--- src/hdl/hds_ram.sv ---
// Generic single-write, single-read synchronous RAM with registered read.
// No package dependency.
module hds_ram #(
  parameter int WIDTH = 8,
  parameter int DEPTH = 16
) (
  input  logic                     clk,
  input  logic                     we,
  input  logic [$clog2(DEPTH)-1:0] waddr,
  input  logic [WIDTH-1:0]         wdata,
  input  logic [$clog2(DEPTH)-1:0] raddr,
  output logic [WIDTH-1:0]         rdata
);

  logic [WIDTH-1:0] mem [DEPTH];

  always_ff @(posedge clk) begin
    if (we) begin
      mem[waddr] <= wdata;
    end
    rdata <= mem[raddr];
  end

endmodule

--- config.mk ---
export PLATFORM = sky130hd
export DESIGN_NAME = hds_ram
export DESIGN_NICKNAME = d
export VERILOG_FILES = /design/src/hdl/hds_ram.sv
export SDC_FILE = /design/constraint.sdc
export NUM_CORES = 1
export LEC_CHECK = 0
export BUFFER_PORTS_ARGS = -buffer_cell sky130_fd_sc_hd__buf_2
export CAP_MARGIN = 20
export CORE_ASPECT_RATIO = 1.25
export CORE_MARGIN = 10
export CORE_UTILIZATION = 50
export CTS_BUF_LIST = sky130_fd_sc_hd__clkbuf_4 sky130_fd_sc_hd__clkbuf_8 sky130_fd_sc_hd__clkbuf_16
export CTS_CLUSTER_DIAMETER = 60
export CTS_CLUSTER_SIZE = 30
export DETAILED_ROUTE_END_ITERATION = 16
export GPL_TIMING_DRIVEN = 0
export PLACE_DENSITY = 0.72
export SETUP_SLACK_MARGIN = 0.15
export SKIP_CTS_REPAIR_TIMING = 1
export SLEW_MARGIN = 5
export SYNTH_ARGS = -nofsm -noshare
export SYNTH_HDL_FRONTEND = slang
export SYNTH_SLANG_ARGS = --single-unit
--- constraint.sdc ---
create_clock -name clk -period 2.3 [get_ports clk]
set_clock_uncertainty 0.2 [all_clocks]
set_input_delay 0.46 -clock clk [delete_from_list [all_inputs] [get_ports clk]]
set_output_delay 0.46 -clock clk [all_outputs]
set_load 0.05 [all_outputs]
; ---- Word level (Yosys, flattened, before mapping)
; Memories as Yosys holds them, arrays and structs flattened. A register that Yosys moved wholly into a read port is not among the register bits.
; Index checks and enable logic that the tools add are counted.
[classes]
mux = 2
[ops]
columns = op, count
row1 = 1-bit two-way mux, 2
[word_totals]
reg_bits = 0
mem_count = 1
elab_cells = 3
ram_bits = 128
input_bits = 18
[mem_list]
columns = memory, depth, word_bits, rd, rd_clocked_by_memory_dff, wr, line_no
row1 = mem, 16, 8, 1, 1, 1, 15  ; logic [WIDTH-1:0] mem [DEPTH];

; ---- Depth between registers and ports, before layout
[depth]
word_depth = 2
ltp_mapped = 5
ltp_nobuf = 3

; ---- Least setup slack after synthesis
; No wires, ideal clock.
[synth_timing]
kind = input-to-reg
startpoint = in waddr[2]
endpoint = mem mem[0][0] (enable)
path_buffers = 0
t_required_ns = 1.717
path_slack_ns = 0.147
arrival_time_ns = 1.570
setup_ns = 0.383
path_stages = 2
path_cell_list = or3b_2 -> nor3_1
[synth_lines]
columns = item, line_no
row1 = "start, declared", 9  ; input logic [$clog2(DEPTH)-1:0] waddr,
row2 = "end, declared", 15
; No word-level cell before the write port.

; ---- Final worst setup path
[layout_timing]
startpoint = in waddr[2]
endpoint = mem mem[3][6] (enable)
; No word-level cell before the write port.

==> qor.yml <==
start_kind: "input pin"
drc: 0
worst_slew_pin_slew_ns: 0.791
gp_congestion: 0.832
grt_use_met2_pct: 23.0
crit_cells: 3
viasPerCell: 5.67
path_cells: "buf_2 > or3b_2 > nor2_1"
leakage_nw: 2.04
fin_util_pct: 60.0
path_class: "in -> reg"
ff2ff_setup_slack_ns: 0.57
ant_nets: 0
clkPwrFrac_pct: 46.1
ys_warn_count: 0
status: "finished clean"
p_int_mw: 4.54
fp-row-count: 41
avgSynthCellArea_um2: 22.5
cts.sinks: 136
first_global_vias: 2518
portBuffers: 24
r2r_cells: 3
hp-start: "wdata[5]"
hold_path_depth: 1
num_vias: 2365
drive_above_1_share_pct: 30.9
drt_iter0_markers: 157
path_delay_family: "simple AND/OR/NAND/NOR gates"
cts_buffer_depth: 2
swShare_pct: 21.2
slew_violations: 0
drt_pass1_iterations: 5
cts-buffers-inserted: 17
setup_viol: 0
clkLatencyLatePin_ns: 0.42
reg2reg_from: "mem[1][3]$_DFFE_PP_"
rsz0062_at_grt: "no"
fp.dieH_um: 133
fmax_ghz: 0.535
timing.rr.end: "rdata[3]$_DFF_P_"
pre_cts_slack_ns: -0.0245
diodes: 0
htreeDepth: 4
seqPwrFrac_pct: 48.3
cp_data_arrival_time_ns: 1.71
fin_crit_sh_pct: 81.3
clk_pin_slew_ns: 0.05
grt_overflow: 0
critPathSlowestCell: "nor2_1"
io_pins: 26
setup_slack_ns: 0.431
hold_violations: 0
cap_violations: 0
synthCells: 229
fin_crit_ns: 1.87
peakVddDrop_v: 0.000616
busiest_layer: "met2"
crit_buf_inv: 1
layout_common_cells: "edfxtp_1 (128), buf_2 (29), clkbuf_16 (21)"
track_usage_pct: 13.8
pwr-share-comb_pct: 5.6
initial_utilization_pct: 50.9
yosysSeqAreaShare_pct: 77.8
final_common_cell: "edfxtp_1"
coreArea_um2: 10100
path_max_fanout: 8
die_x_um: 111
grt_max_degree: 17
syn_nets: 247
wirelength_mm: 9.73
grt_antenna_before_repair: 0
powerDensity_nw_per_um2: 950
p_total_mw: 5.76
grtUsageMet1_pct: 15.4
p_switching_mw: 1.22
dp_hpwl_mm: 6.49
yosysUniqueCellTypes: 19
cts-root-buf: "clkbuf_16"
area_growth_pct: 17.8
holdWs_ns: 0.234
synth_area_um2: 5150
cp-end-kind: "register"
use_met3_pct: 5.30
yosys_register_bits: 136
hp-class: "in -> reg"
grt_pass1_wl_mm: 14.9
cts_tree: "yes"
dieArea_um2: 14800
cp_slowest_stage_delay_ns: 0.61
worstHoldEndpoint: "mem[3][5]$_DFFE_PP_"
crit_required_ns: 2.14
post_drt_wl_per_cell_um: 23.3
maxSlewHeadroom_pct: 47.1
nNetsFinal: 293
==> metrics by stage <==
step,cell area [um2],setup TNS (ns),std cells
2_1_floorplan,5150,0,229
3_3_place_gp,5430,-2.34,382
3_5_place_dp,5450,-0.260,385
4_1_cts,6060,0,417
5_1_grt,6060,0,417
6_report,6060,0,417
==> cells in the mapped netlist (all sizes together) <==
master | instances | area, um2
nand2b | 2 | 12.5
and2 | 1 | 6.26
nor2 | 13 | 48.8
or3b | 1 | 8.76
clkdlybuf4s25 | 3 | 30.0
nor2b | 1 | 6.26
dfxtp | 8 | 160
and2b | 1 | 7.51
nand2 | 9 | 33.8
nand3 | 1 | 5.00
buf | 7 | 56.3
nor3 | 4 | 20.0
edfxtp | 128 | 3840
a22oi | 16 | 120
mux4 | 32 | 773
nand3b | 2 | 15.0
==> worst reg2reg max path: stages (launching register included) <==
cell      delay, ns
edfxtp_1       0.36
mux4_1         0.58
a22oi_1        0.33
nand2_1        0.13
==> cell type report <==
type	instances	area [um2]
Fill cell	664	4040
Timing Repair Buffer	27	138
Sequential cell	136	4000
Multi-Input combinational cell	83	1060
Clock buffer	22	533
Buffer	10	86.3
Clock inverter	10	77.6
Tap cell	129	161
==> sequential cells by signal, indices dropped and copies added, names as in the netlist <==
| name | count |
|---|---|
| rdata | 8 |
| mem | 128 |
==> how the worst max path moves through the flow <==
| stage | from | to | slack (ns) |
|---|---|---|---|
| 4_1_cts | waddr[2] | mem[2][5]$_DFFE_PP_ | 0.41 |
| 3_3_place_gp | waddr[2] | mem[8][1]$_DFFE_PP_ | -0.14 |
| 6_report | waddr[2] | mem[3][6]$_DFFE_PP_ | 0.43 |
| 3_5_place_dp | waddr[2] | mem[2][3]$_DFFE_PP_ | -0.02 |
| 2_1_floorplan | waddr[2] | mem[3][0]$_DFFE_PP_ | 0.37 |
| 5_1_grt | waddr[2] | mem[2][5]$_DFFE_PP_ | 0.35 |
==> power groups by stage <==
stage | sequential, mW | combinational (mW) | clock, mW
after floorplan | 2.89 | 0.141 | 0
after global placement | 2.83 | 0.313 | 0
after detailed placement | 2.84 | 0.323 | 0
after CTS | 2.79 | 0.324 | 2.68
after global routing | 2.79 | 0.341 | 2.79
final | 2.78 | 0.322 | 2.65
==> cell families after synthesis <==
group	count (synthesis)	synth area share (%)
flip-flops	136	77.8
AND/OR/NAND/NOR	35	3.18
multiplexers	32	15.0
AO/OA/AOI/OAI	16	2.33
buffers and inverters	10	1.68
==> layer usage <==
metal / share of wire, % / vias up / wire length (um)
met5: 0 / - / 0
met1: 39 / 1196 / 3770
met4: 1.9 / 0 / 184
li1: - / 1064 / -
met3: 6.9 / 15 / 672
met2: 53 / 90 / 5110
Power figures use the tool's default switching activity.
