$ cat src/hdl/hds_pkg.sv
// Shared types and constants for the heat diffusion stencil block.
// Used by hds_alu and heat_diffusion_stencil_top; depends on nothing.
package hds_pkg;

  localparam int COLUMNS     = 20;
  localparam int MAX_ROWS    = 1024;
  localparam int GRID_DEPTH  = MAX_ROWS * COLUMNS;
  localparam int ADDR_W      = (GRID_DEPTH > 1) ? $clog2(GRID_DEPTH) : 1;
  localparam int CNT_W       = $clog2(GRID_DEPTH + 1);
  localparam int ROW_CNT_W   = $clog2(MAX_ROWS + 1);
  localparam int ROW_IW      = (MAX_ROWS > 1) ? $clog2(MAX_ROWS) : 1;
  localparam int COL_IW      = (COLUMNS > 1) ? $clog2(COLUMNS) : 1;

  localparam int CELL_W      = 28;
  localparam int SUM_W       = CELL_W + 2;
  localparam int DIFF_W      = CELL_W + 4;
  localparam int DIFFU_W     = 14;
  localparam int PROD_W      = DIFF_W + DIFFU_W + 1;
  localparam int ACC_W       = CELL_W + 20;
  localparam int STEP_W      = 20;
  localparam int ROWREG_W    = 11;
  localparam int CFG_DATA_W  = 20;
  localparam int CFG_IDX_W   = 2;

  // Register indexes
  localparam logic [CFG_IDX_W-1:0] REG_DIFFUSIVITY = 2'd0;
  localparam logic [CFG_IDX_W-1:0] REG_ROW_COUNT   = 2'd1;
  localparam logic [CFG_IDX_W-1:0] REG_ITER_LIMIT  = 2'd2;

  localparam logic [DIFFU_W-1:0]  DIFFUSIVITY_RST = 14'd6554;
  localparam logic [ROWREG_W-1:0] ROW_COUNT_RST   = 11'd1024;
  localparam logic [STEP_W-1:0]   ITER_LIMIT_RST  = 20'd100;

  // Request codes
  localparam logic REQ_LOAD = 1'b0;
  localparam logic REQ_RUN  = 1'b1;

  // Per-cell sequence phases
  localparam logic [3:0] PH_RD_SELF  = 4'd0;
  localparam logic [3:0] PH_RD_UP    = 4'd1;
  localparam logic [3:0] PH_RD_DOWN  = 4'd2;
  localparam logic [3:0] PH_RD_LEFT  = 4'd3;
  localparam logic [3:0] PH_RD_RIGHT = 4'd4;
  localparam logic [3:0] PH_SUM_END  = 4'd5;
  localparam logic [3:0] PH_DIFF     = 4'd6;
  localparam logic [3:0] PH_MUL      = 4'd7;
  localparam logic [3:0] PH_WRITE    = 4'd8;

  typedef enum logic [1:0] {
    S_IDLE,
    S_STEP,
    S_MIN,
    S_MIN_END
  } state_t;

  typedef struct packed {
    logic              req_type;
    logic [CELL_W-1:0] cell_value;
  } in_item_t;

  typedef struct packed {
    logic [CELL_W-1:0] min_temp;
    logic [STEP_W-1:0] iterations_done;
    logic              stopped_early;
  } out_item_t;

endpackage

$ cat src/hdl/hds_alu.sv
// Stencil update datapath: floor(self + d * (sum - 4*self)) in fixed point.
// Two register stages; depends on hds_pkg.
module hds_alu (
  input  logic                          clk,
  input  logic [hds_pkg::DIFFU_W-1:0]   diffusivity,
  input  logic [hds_pkg::CELL_W-1:0]    self_val,
  input  logic [hds_pkg::SUM_W-1:0]     nbr_sum,
  output logic [hds_pkg::CELL_W-1:0]    new_val
);
  import hds_pkg::*;

  logic signed [DIFF_W-1:0] diff;
  logic signed [PROD_W-1:0] prod;
  logic signed [ACC_W-1:0]  acc;

  always_ff @(posedge clk) begin
    diff <= $signed(DIFF_W'(nbr_sum)) - $signed(DIFF_W'({self_val, 2'b00}));
    prod <= $signed({1'b0, diffusivity}) * diff;
  end

  // Total is never negative, so the arithmetic shift floors exactly
  always_comb begin
    acc     = $signed({{(ACC_W-CELL_W-16){1'b0}}, self_val, 16'b0}) + ACC_W'(prod);
    new_val = acc[CELL_W+15:16];
  end

endmodule

$ cat config.mk
export PLATFORM = sky130hd
export DESIGN_NAME = hds_alu
export DESIGN_NICKNAME = d
export VERILOG_FILES = /design/src/hdl/hds_pkg.sv /design/src/hdl/hds_alu.sv
export SDC_FILE = /design/constraint.sdc
export NUM_CORES = 1
export LEC_CHECK = 0
export ABC_AREA = 1
export BUFFER_PORTS_ARGS = -buffer_cell sky130_fd_sc_hd__buf_2
export CORE_MARGIN = 2
export CORE_UTILIZATION = 48
export CTS_BUF_LIST = sky130_fd_sc_hd__clkbuf_2 sky130_fd_sc_hd__clkbuf_4 sky130_fd_sc_hd__clkbuf_8
export CTS_CLUSTER_DIAMETER = 200
export DETAILED_ROUTE_END_ITERATION = 10
export SKIP_LAST_GASP = 1
export SYNTH_ARGS = -nofsm -noshare
export SYNTH_HDL_FRONTEND = slang
export SYNTH_SLANG_ARGS = --single-unit
$ cat constraint.sdc
create_clock -name clk -period 7.8 [get_ports clk]
set_input_delay 0.39 -clock clk [delete_from_list [all_inputs] [get_ports clk]]
set_output_delay 0.39 -clock clk [all_outputs]
set_load 0.01 [all_outputs]
# ---- Word-level counts from Yosys, hierarchy flattened
# Index checks and enable logic that the tools add are counted.
dict set report classes {
  n_addsub 2
  multipliers 1
}
# op count
set op_table {}
lappend op_table {{adder 44 bit} 1}
lappend op_table {{multiplier 15 x 31 -> 44 bit} 1}
lappend op_table {{subtractor 30 x 30 -> 31 bit} 1}
dict set report totals {
  register_bits 75
  inputBits 73
  out_inout_bits 28
  wordCells 5
}

# ---- Longest topological paths before layout
# Gate-level depths: netlist of run 1.
dict set report depth {
  ltp_word 1
  mapped_depth 31
}

# ---- Worst setup path after synthesis of run 1
# Ideal clock, no wire load.
dict set report synth_timing {
  path_kind {input to register}
  from {input diffusivity[1] (netlist name)}
  to {register prod[43]}
  setup_time_ns 0.112
  arrival_time_ns 5.725
  required_ns 7.688
  setup_slack_ns 1.963
  path_stages 23
  path_cell_list {clkbuf_1 -> buf_1 -> nand2_1 -> fa_1 -> fa_1 -> inv_1 -> fa_1 -> inv_1 -> fa_1 -> inv_1 -> fa_1 -> fa_1 -> ha_1 -> inv_1 -> nor3_1 -> and2_1 -> nand2_1 -> nor2_1 -> nand2_1 -> nand3_1 -> inv_1 -> nand2_1 -> nand2_1}
}
dict set report synth_via {
  elab_chain_cells 1
}
# item line
set synth_rtl {}
lappend synth_rtl {{start: declaration} hds_alu.sv:5} ;# input logic [hds_pkg::DIFFU_W-1:0] diffusivity,
lappend synth_rtl {{multiplier 15 x 31 -> 44 bit} hds_alu.sv:18} ;# prod <= $signed({1'b0, diffusivity}) * diff;
lappend synth_rtl {{end signal: assignment} hds_alu.sv:18}
lappend synth_rtl {{end: declaration} hds_alu.sv:13} ;# logic signed [PROD_W-1:0] prod;
# Every way passes these cells.

# ---- Worst setup path in the final report of run 1
dict set report layout_timing {
  from {register, netlist name diff[30]}
  to {register prod[42]}
}
dict set report layout_via {
  elab_chain_cells 1
}
# item line
set layout_rtl {}
lappend layout_rtl {{multiplier 15 x 31 -> 44 bit} hds_alu.sv:18}
# Every way passes these cells.

==> results of run 1 <==
## layer usage
layer  vias to the layer above  GRT usage  share of wire
li1                       8399          -              -
met1                      8550     0.3774           0.44
met2                       434     0.5105           0.50
met3                        50    0.03256          0.049
met4                         2    0.04371          0.012
met5                         -          0        0.00022
## final timing paths
check	from	to	slack, ns	depth (start not counted)
worst max register to register	diff[30]$_DFF_P_	prod[42]$_DFF_P_	1.49	18
worst max-delay path	diff[30]$_DFF_P_	prod[42]$_DFF_P_	1.49	18
worst min register to register	diff[0]$_DFF_P_	prod[36]$_DFF_P_	1.10	8
worst min-delay path	nbr_sum[1]	diff[1]$_DFF_P_	0.14	1
## Yosys cell counts
library cell  instances  share of area
a21boi_0              5         0.0018
a21boi_1              1        0.00037
a21boi_4              1        0.00091
a21o_1               17         0.0062
a21oi_1             117          0.029
a21oi_2               2        0.00085
a31oi_1               2        0.00061
and2_1                3        0.00091
and3_1                1        0.00031
buf_1                 4        0.00073
buf_2                 1        0.00024
clkbuf_1             69          0.013
dfxtp_1              59          0.058
fa_1                389           0.38
ha_1                152          0.093
inv_1               848           0.16
inv_2                 1        0.00018
nand2_1             776           0.14
nand2_2              14         0.0043
nand2_4               1        0.00055
nand2b_1              2        0.00061
nand3_1              69          0.017
nand3_2               2        0.00098
nand3b_1              6         0.0022
nand4_1              28         0.0085
nor2_1              134          0.025
nor2_2                5         0.0015
nor3_1               10         0.0024
nor3_2                2        0.00098
nor4_1                6         0.0018
o211ai_1              2        0.00073
o21a_1                4         0.0015
o21ai_0              45          0.011
o21ai_1              10         0.0024
o21ai_2               2        0.00085
o21bai_1             17         0.0062
o21bai_2              1        0.00055
o31ai_1               2        0.00073
or2_1                 1        0.00031
or2_2                 2        0.00061
xnor2_1              21         0.0090
xor2_1               46          0.020
## kinds of logic (layout without fill, tap and decap cells)
family,count (synthesis),after routing,share of synthesized area
xor+xnor,67,67,0.02860
buf+inv,923,969,0.1689
simple gates,1062,1062,0.2094
compound gates,228,228,0.06330
flops,59,59,0.05757
fa+ha+maj,541,541,0.4723
## flip-flops by register name, summed over array words and instances, names as in the netlist
signal / count
diff: 31
prod: 28
## metrics by stage
stage | setup WS [ns] | hold slack [ns]
6_report | 1.494 | 0.1363
3_5_place_dp | 1.385 | 0.4945
4_1_cts | 1.459 | 0.1103
3_3_place_gp | 1.428 | 0.4917
5_1_grt | 0.9914 | 0.1079
2_1_floorplan | 1.963 | 0.4177
## layout make-up
type | count | area (um^2) | area share
Clock buffer | 12 | 158.9 | 0.007331
Multi-Input combinational cell | 1898 | 15870 | 0.7322
Tap cell | 539 | 674.4 | 0.03111
Clock inverter | 4 | 72.57 | 0.003348
Inverter | 849 | 3187 | 0.1470
Timing Repair Buffer | 104 | 530.5 | 0.02448
Sequential cell | 59 | 1181 | 0.05449
==> out/qor.yml, run 1 <==
grt_pass1_vias: 18780
synth_cells: 2880
cts_tree: "done"
layout_commonest_cell: "inv_1"
clkTransAtPathRegs_ns: 0.08
cts_resized: 0
cp-start-kind: "flop"
place_inst: 3449
hold_class: "primary input to flop"
fin_tns_setup_ns: 0
clock_skew_ns: 0.01008
cts_buffers: 9
htree_num_levels: 3
synth.net_count: 3494
first_pass_iters: 8
root_buffer: "clkbuf_8"
std_cell_rows: 75
post-route-period-util: 0.8084
grt_first_pass_wirelength_mm: 98.34
post-dp-hpwl_mm: 52.72
cts_setup_buffers: 0
worst-setup-path-type: "flop to flop"
design_area_um2: 21670
drt_iter0_markers: 818
setup_viol: 0
cts-hold-fix-buffers: 0
drive_gt1_frac: 0.05229
antenna_left: 0
wl_per_cell_um: 17.36
worstSetupEndpointType: "flop"
placed_area_um2: 21440
wl_mm: 60.14
viasPerCell: 5.032
fp.coreArea_um2: 42040
ys_seq_elements: 59
final_cell_mix: "848 x inv_1, 776 x nand2_1, 389 x fa_1, 152 x ha_1, 134 x nor2_1"
fin_util: 0.5156
relSlewSlack: 0.3629
ys_warn_count: 0
outcome: "complete, no violations"
clock_path_buffers: 2
drc: 0
ys_seq_area_frac: 0.05757
grt_max_degree: 34
clock_latency_ns: 0.36
fp.dieW_um: 210.7
drv_cap: 0
ys_types: 42
io_buffers: 100
area_growth_syn_to_layout_pct: 5.641
grt_antenna_before_repair: 2
crit_chain: "nand2_1, fa_1, fa_1, inv_1, fa_1, inv_1, fa_1, fa_1, inv_1, fa_1, ha_1, inv_1, nor3_1, nand2_1, nor2_1, nand3_1, nand4_1, nand2_1"
final_cells: 3465
required_ns: 8.06
worstPathMaxFanout: 14
rsz0062_at_grt: "no"
die_h_um: 210.7
dieArea_um2: 44410
hold_viol: 0
path_delay_family: "adder cells"
cp_common_cell: "fa_1"
critPathBufInv: 4
io_pins: 101
max_freq_mhz: 158.6
cts_num_sinks: 59
fillers: 4278
worst_slew_pin_slew_ns: 0.9544
start_util: 0.4880
critical_path.slowest_cell: "fa_1"
n_antenna_cell: 0
grt_use_total: 0.2847
arrival_ns: 6.57
avgSynthCellArea_um2: 7.124
min_period_ns: 6.306
gr-total-overflow: 0
slowest_delay_ns: 0.75
gp_congestion: 0.9624
synth_area_um2: 20520
slew_viol_final: 0
final_nets: 3535
via_count: 17440
Power of run 1 is left out: the tool's default activity adds up to more than one toggle a clock period on the data nets, which glitch-free logic cannot reach.
==> run 2, diff against run 1 <==
- ABC_AREA: 1 -> 0
- PLACE_DENSITY: unset -> 0.65
- clock period: 7.8 -> 6.1 ns (I/O delays scaled with it)
==> run 2 against run 1 <==
Via count is 23% lower. Non-clock buffer count is 126 higher. Global-route usage is 6.2 points lower. Area after synthesis is 12% lower. Count of clock-buffer cells in the layout is 1 lower. Flip-flop and latch count stayed put. Wire length is 32% lower. Sequential share of layout area is 0.58 points higher. Register-to-register slack worse by 1.4 ns. Clock skew is 0.0052 ns higher. Critical path depth is 6 higher. Final area is 6.3% lower.
==> out/qor.yml, run 2 <==
outcome: "complete, no violations"
htree_num_levels: 3
drive_gt1_frac: 0.1399
die_h_um: 197.4
grt_pass1_vias: 14460
gp_congestion: 0.8513
n_antenna_cell: 0
layout_commonest_cell: "inv_1"
min_period_ns: 5.967
largest_reg_flops: 31
dieArea_um2: 38980
cts_num_sinks: 59
area_growth_syn_to_layout_pct: 13.07
drv_cap: 0
rrSetupSlack_ns: 0.13
grt_max_degree: 27
synth-main-ff-cell: "dfxtp_1"
yosysTopAreaCellShare: 0.4336
synth_area_um2: 17960
hold_end: "diff[1]$_DFF_P_"
via_count: 13380
top_register: "diff"
worstSetupEndpointType: "flop"
cts_tree: "done"
synth_top_cell_by_area: "fa_1"
worst_slew_pin_slew_ns: 0.5934
fin_tns_setup_ns: 0
critPathBufInv: 7
root_buffer: "clkbuf_8"
synth_common_cells: "446 x inv_1, 389 x fa_1, 284 x and2_1"
gr-total-overflow: 0
clock_path_buffers: 2
post-route-period-util: 0.9782
r2r_end: "prod[43]$_DFF_P_"
io_buffers: 100
critical_path.slowest_cell: "fa_1"
first_pass_iters: 5
required_ns: 6.32
setup_viol: 0
viasPerCell: 5.106
timing.hold.ws_ns: 0.05399
worstPathMaxFanout: 6
timing.rr.start: "diff[16]$_DFF_P_"
clock_skew_ns: 0.01523
fp.dieW_um: 197.4
wl_mm: 41.12
io_pins: 101
reg2reg_depth: 24
drt_iter0_markers: 450
final_cell_mix: "446 x inv_1, 382 x fa_1, 282 x and2_1, 182 x nand2_1, 146 x ha_1"
ys_types: 54
slowest_delay_ns: 0.54
path_delay_family: "adder cells"
ys_seq_elements: 59
crit_chain: "buf_12, and2_1, fa_1, inv_1, fa_1, inv_1, fa_1, fa_1, fa_1, inv_1, fa_1, inv_1, ha_4, buf_4, nand3_1, nor2_1, o221a_4, a2111oi_4, buf_4, o2111a_1, nor2_4, a41o_1, a21oi_2, xnor2_1"
wl_per_cell_um: 15.70
grt_antenna_before_repair: 0
yosysMostFrequentCell: "inv_1"
hold_class: "primary input to flop"
clkTransAtPathRegs_ns: 0.08
avgSynthCellArea_um2: 9.057
max_freq_mhz: 167.6
std_cell_rows: 70
clock_latency_ns: 0.35
antenna_left: 0
async_reset_ff_frac: 0
fp.coreArea_um2: 36700
relSlewSlack: 0.6015
slew_viol_final: 0
rsz0062_at_grt: "yes"
ys_warn_count: 0
post-dp-hpwl_mm: 36.52
cp_common_cell: "fa_1"
fin_util: 0.5534
worst-setup-path-type: "flop to flop"
synth_cells: 1983
arrival_ns: 6.19
cp-start-kind: "flop"
holdPathStages: 1
start_util: 0.4894
final_nets: 2761
ys_seq_area_frac: 0.06576
cts_buffers: 9
grt_first_pass_wirelength_mm: 69.18
drc: 0
synthTopCellsByArea: "fa_1 43%, ha_1 11%, and2_1 9.9%, inv_1 9.3%, dfxtp_1 6.6%"
fillers: 3327
grt_use_total: 0.2227
synth_enable_flop_cells: 0
worstHoldStart: "nbr_sum[1]"
top_regs: "diff (31), prod (28)"
synth.net_count: 2597
hold_viol: 0
cts-hold-fix-buffers: 0
-- run 2: metal layers --
metal / GRT usage / share of wire / wire length [um]
met5: 0 / 0 / 0
met2: 0.4245 / 0.55 / 22460
met3: 0.01946 / 0.023 / 943
met4: 0.06990 / 0.035 / 1420
met1: 0.2636 / 0.40 / 16290
-- run 2: area by class of cell --
cell class              count  area, um^2  share of cell area
clock inverters             5       62.56            0.003081
repair buffers            230        1613             0.07942
inverters                 446        1674             0.08244
well taps                 468       585.6             0.02883
clock buffers              11       138.9            0.006839
flip-flops and latches     59        1225             0.06032
multi-input cells        1401       15010              0.7391
-- run 2: how the worst max path moves through the flow --
stage | start | depth (start not counted) | to
3_5_place_dp | diffusivity[3] | 23 | prod[43]$_DFF_P_
4_1_cts | diff[21]$_DFF_P_ | 22 | prod[43]$_DFF_P_
5_1_grt | diff[17]$_DFF_P_ | 22 | prod[43]$_DFF_P_
6_report | diff[16]$_DFF_P_ | 24 | prod[43]$_DFF_P_
3_3_place_gp | diffusivity[2] | 23 | prod[43]$_DFF_P_
2_1_floorplan | diffusivity[0] | 23 | prod[43]$_DFF_P_
-- run 2: repair_timing --
item	CTS	global route
setup endpoints to repair	9	16
buffers inserted	0	5
resized for setup	15	52
pin swaps	2	29
-- run 2: per-stage QoR --
stage / area (um^2) / instances / setup slack (ns)
final: 20310 / 2620 / 0.1327
after global routing: 20310 / 2620 / -0.06081
after detailed placement: 19830 / 2600 / -0.3160
after floorplan: 17960 / 1983 / 0.02139
after global placement: 19830 / 2600 / -0.2007
after CTS: 20070 / 2616 / 0.006109
-- run 2: logic make-up after synthesis --
group	synth area share
AO/OA/AOI/OAI	0.07503
AND/OR/NAND/NOR	0.1685
XOR/XNOR	0.04194
adder cells (fa/ha/maj)	0.5395
buffers and inverters	0.1093
flip-flops	0.06576
Power of run 2 is left out for the same reason.
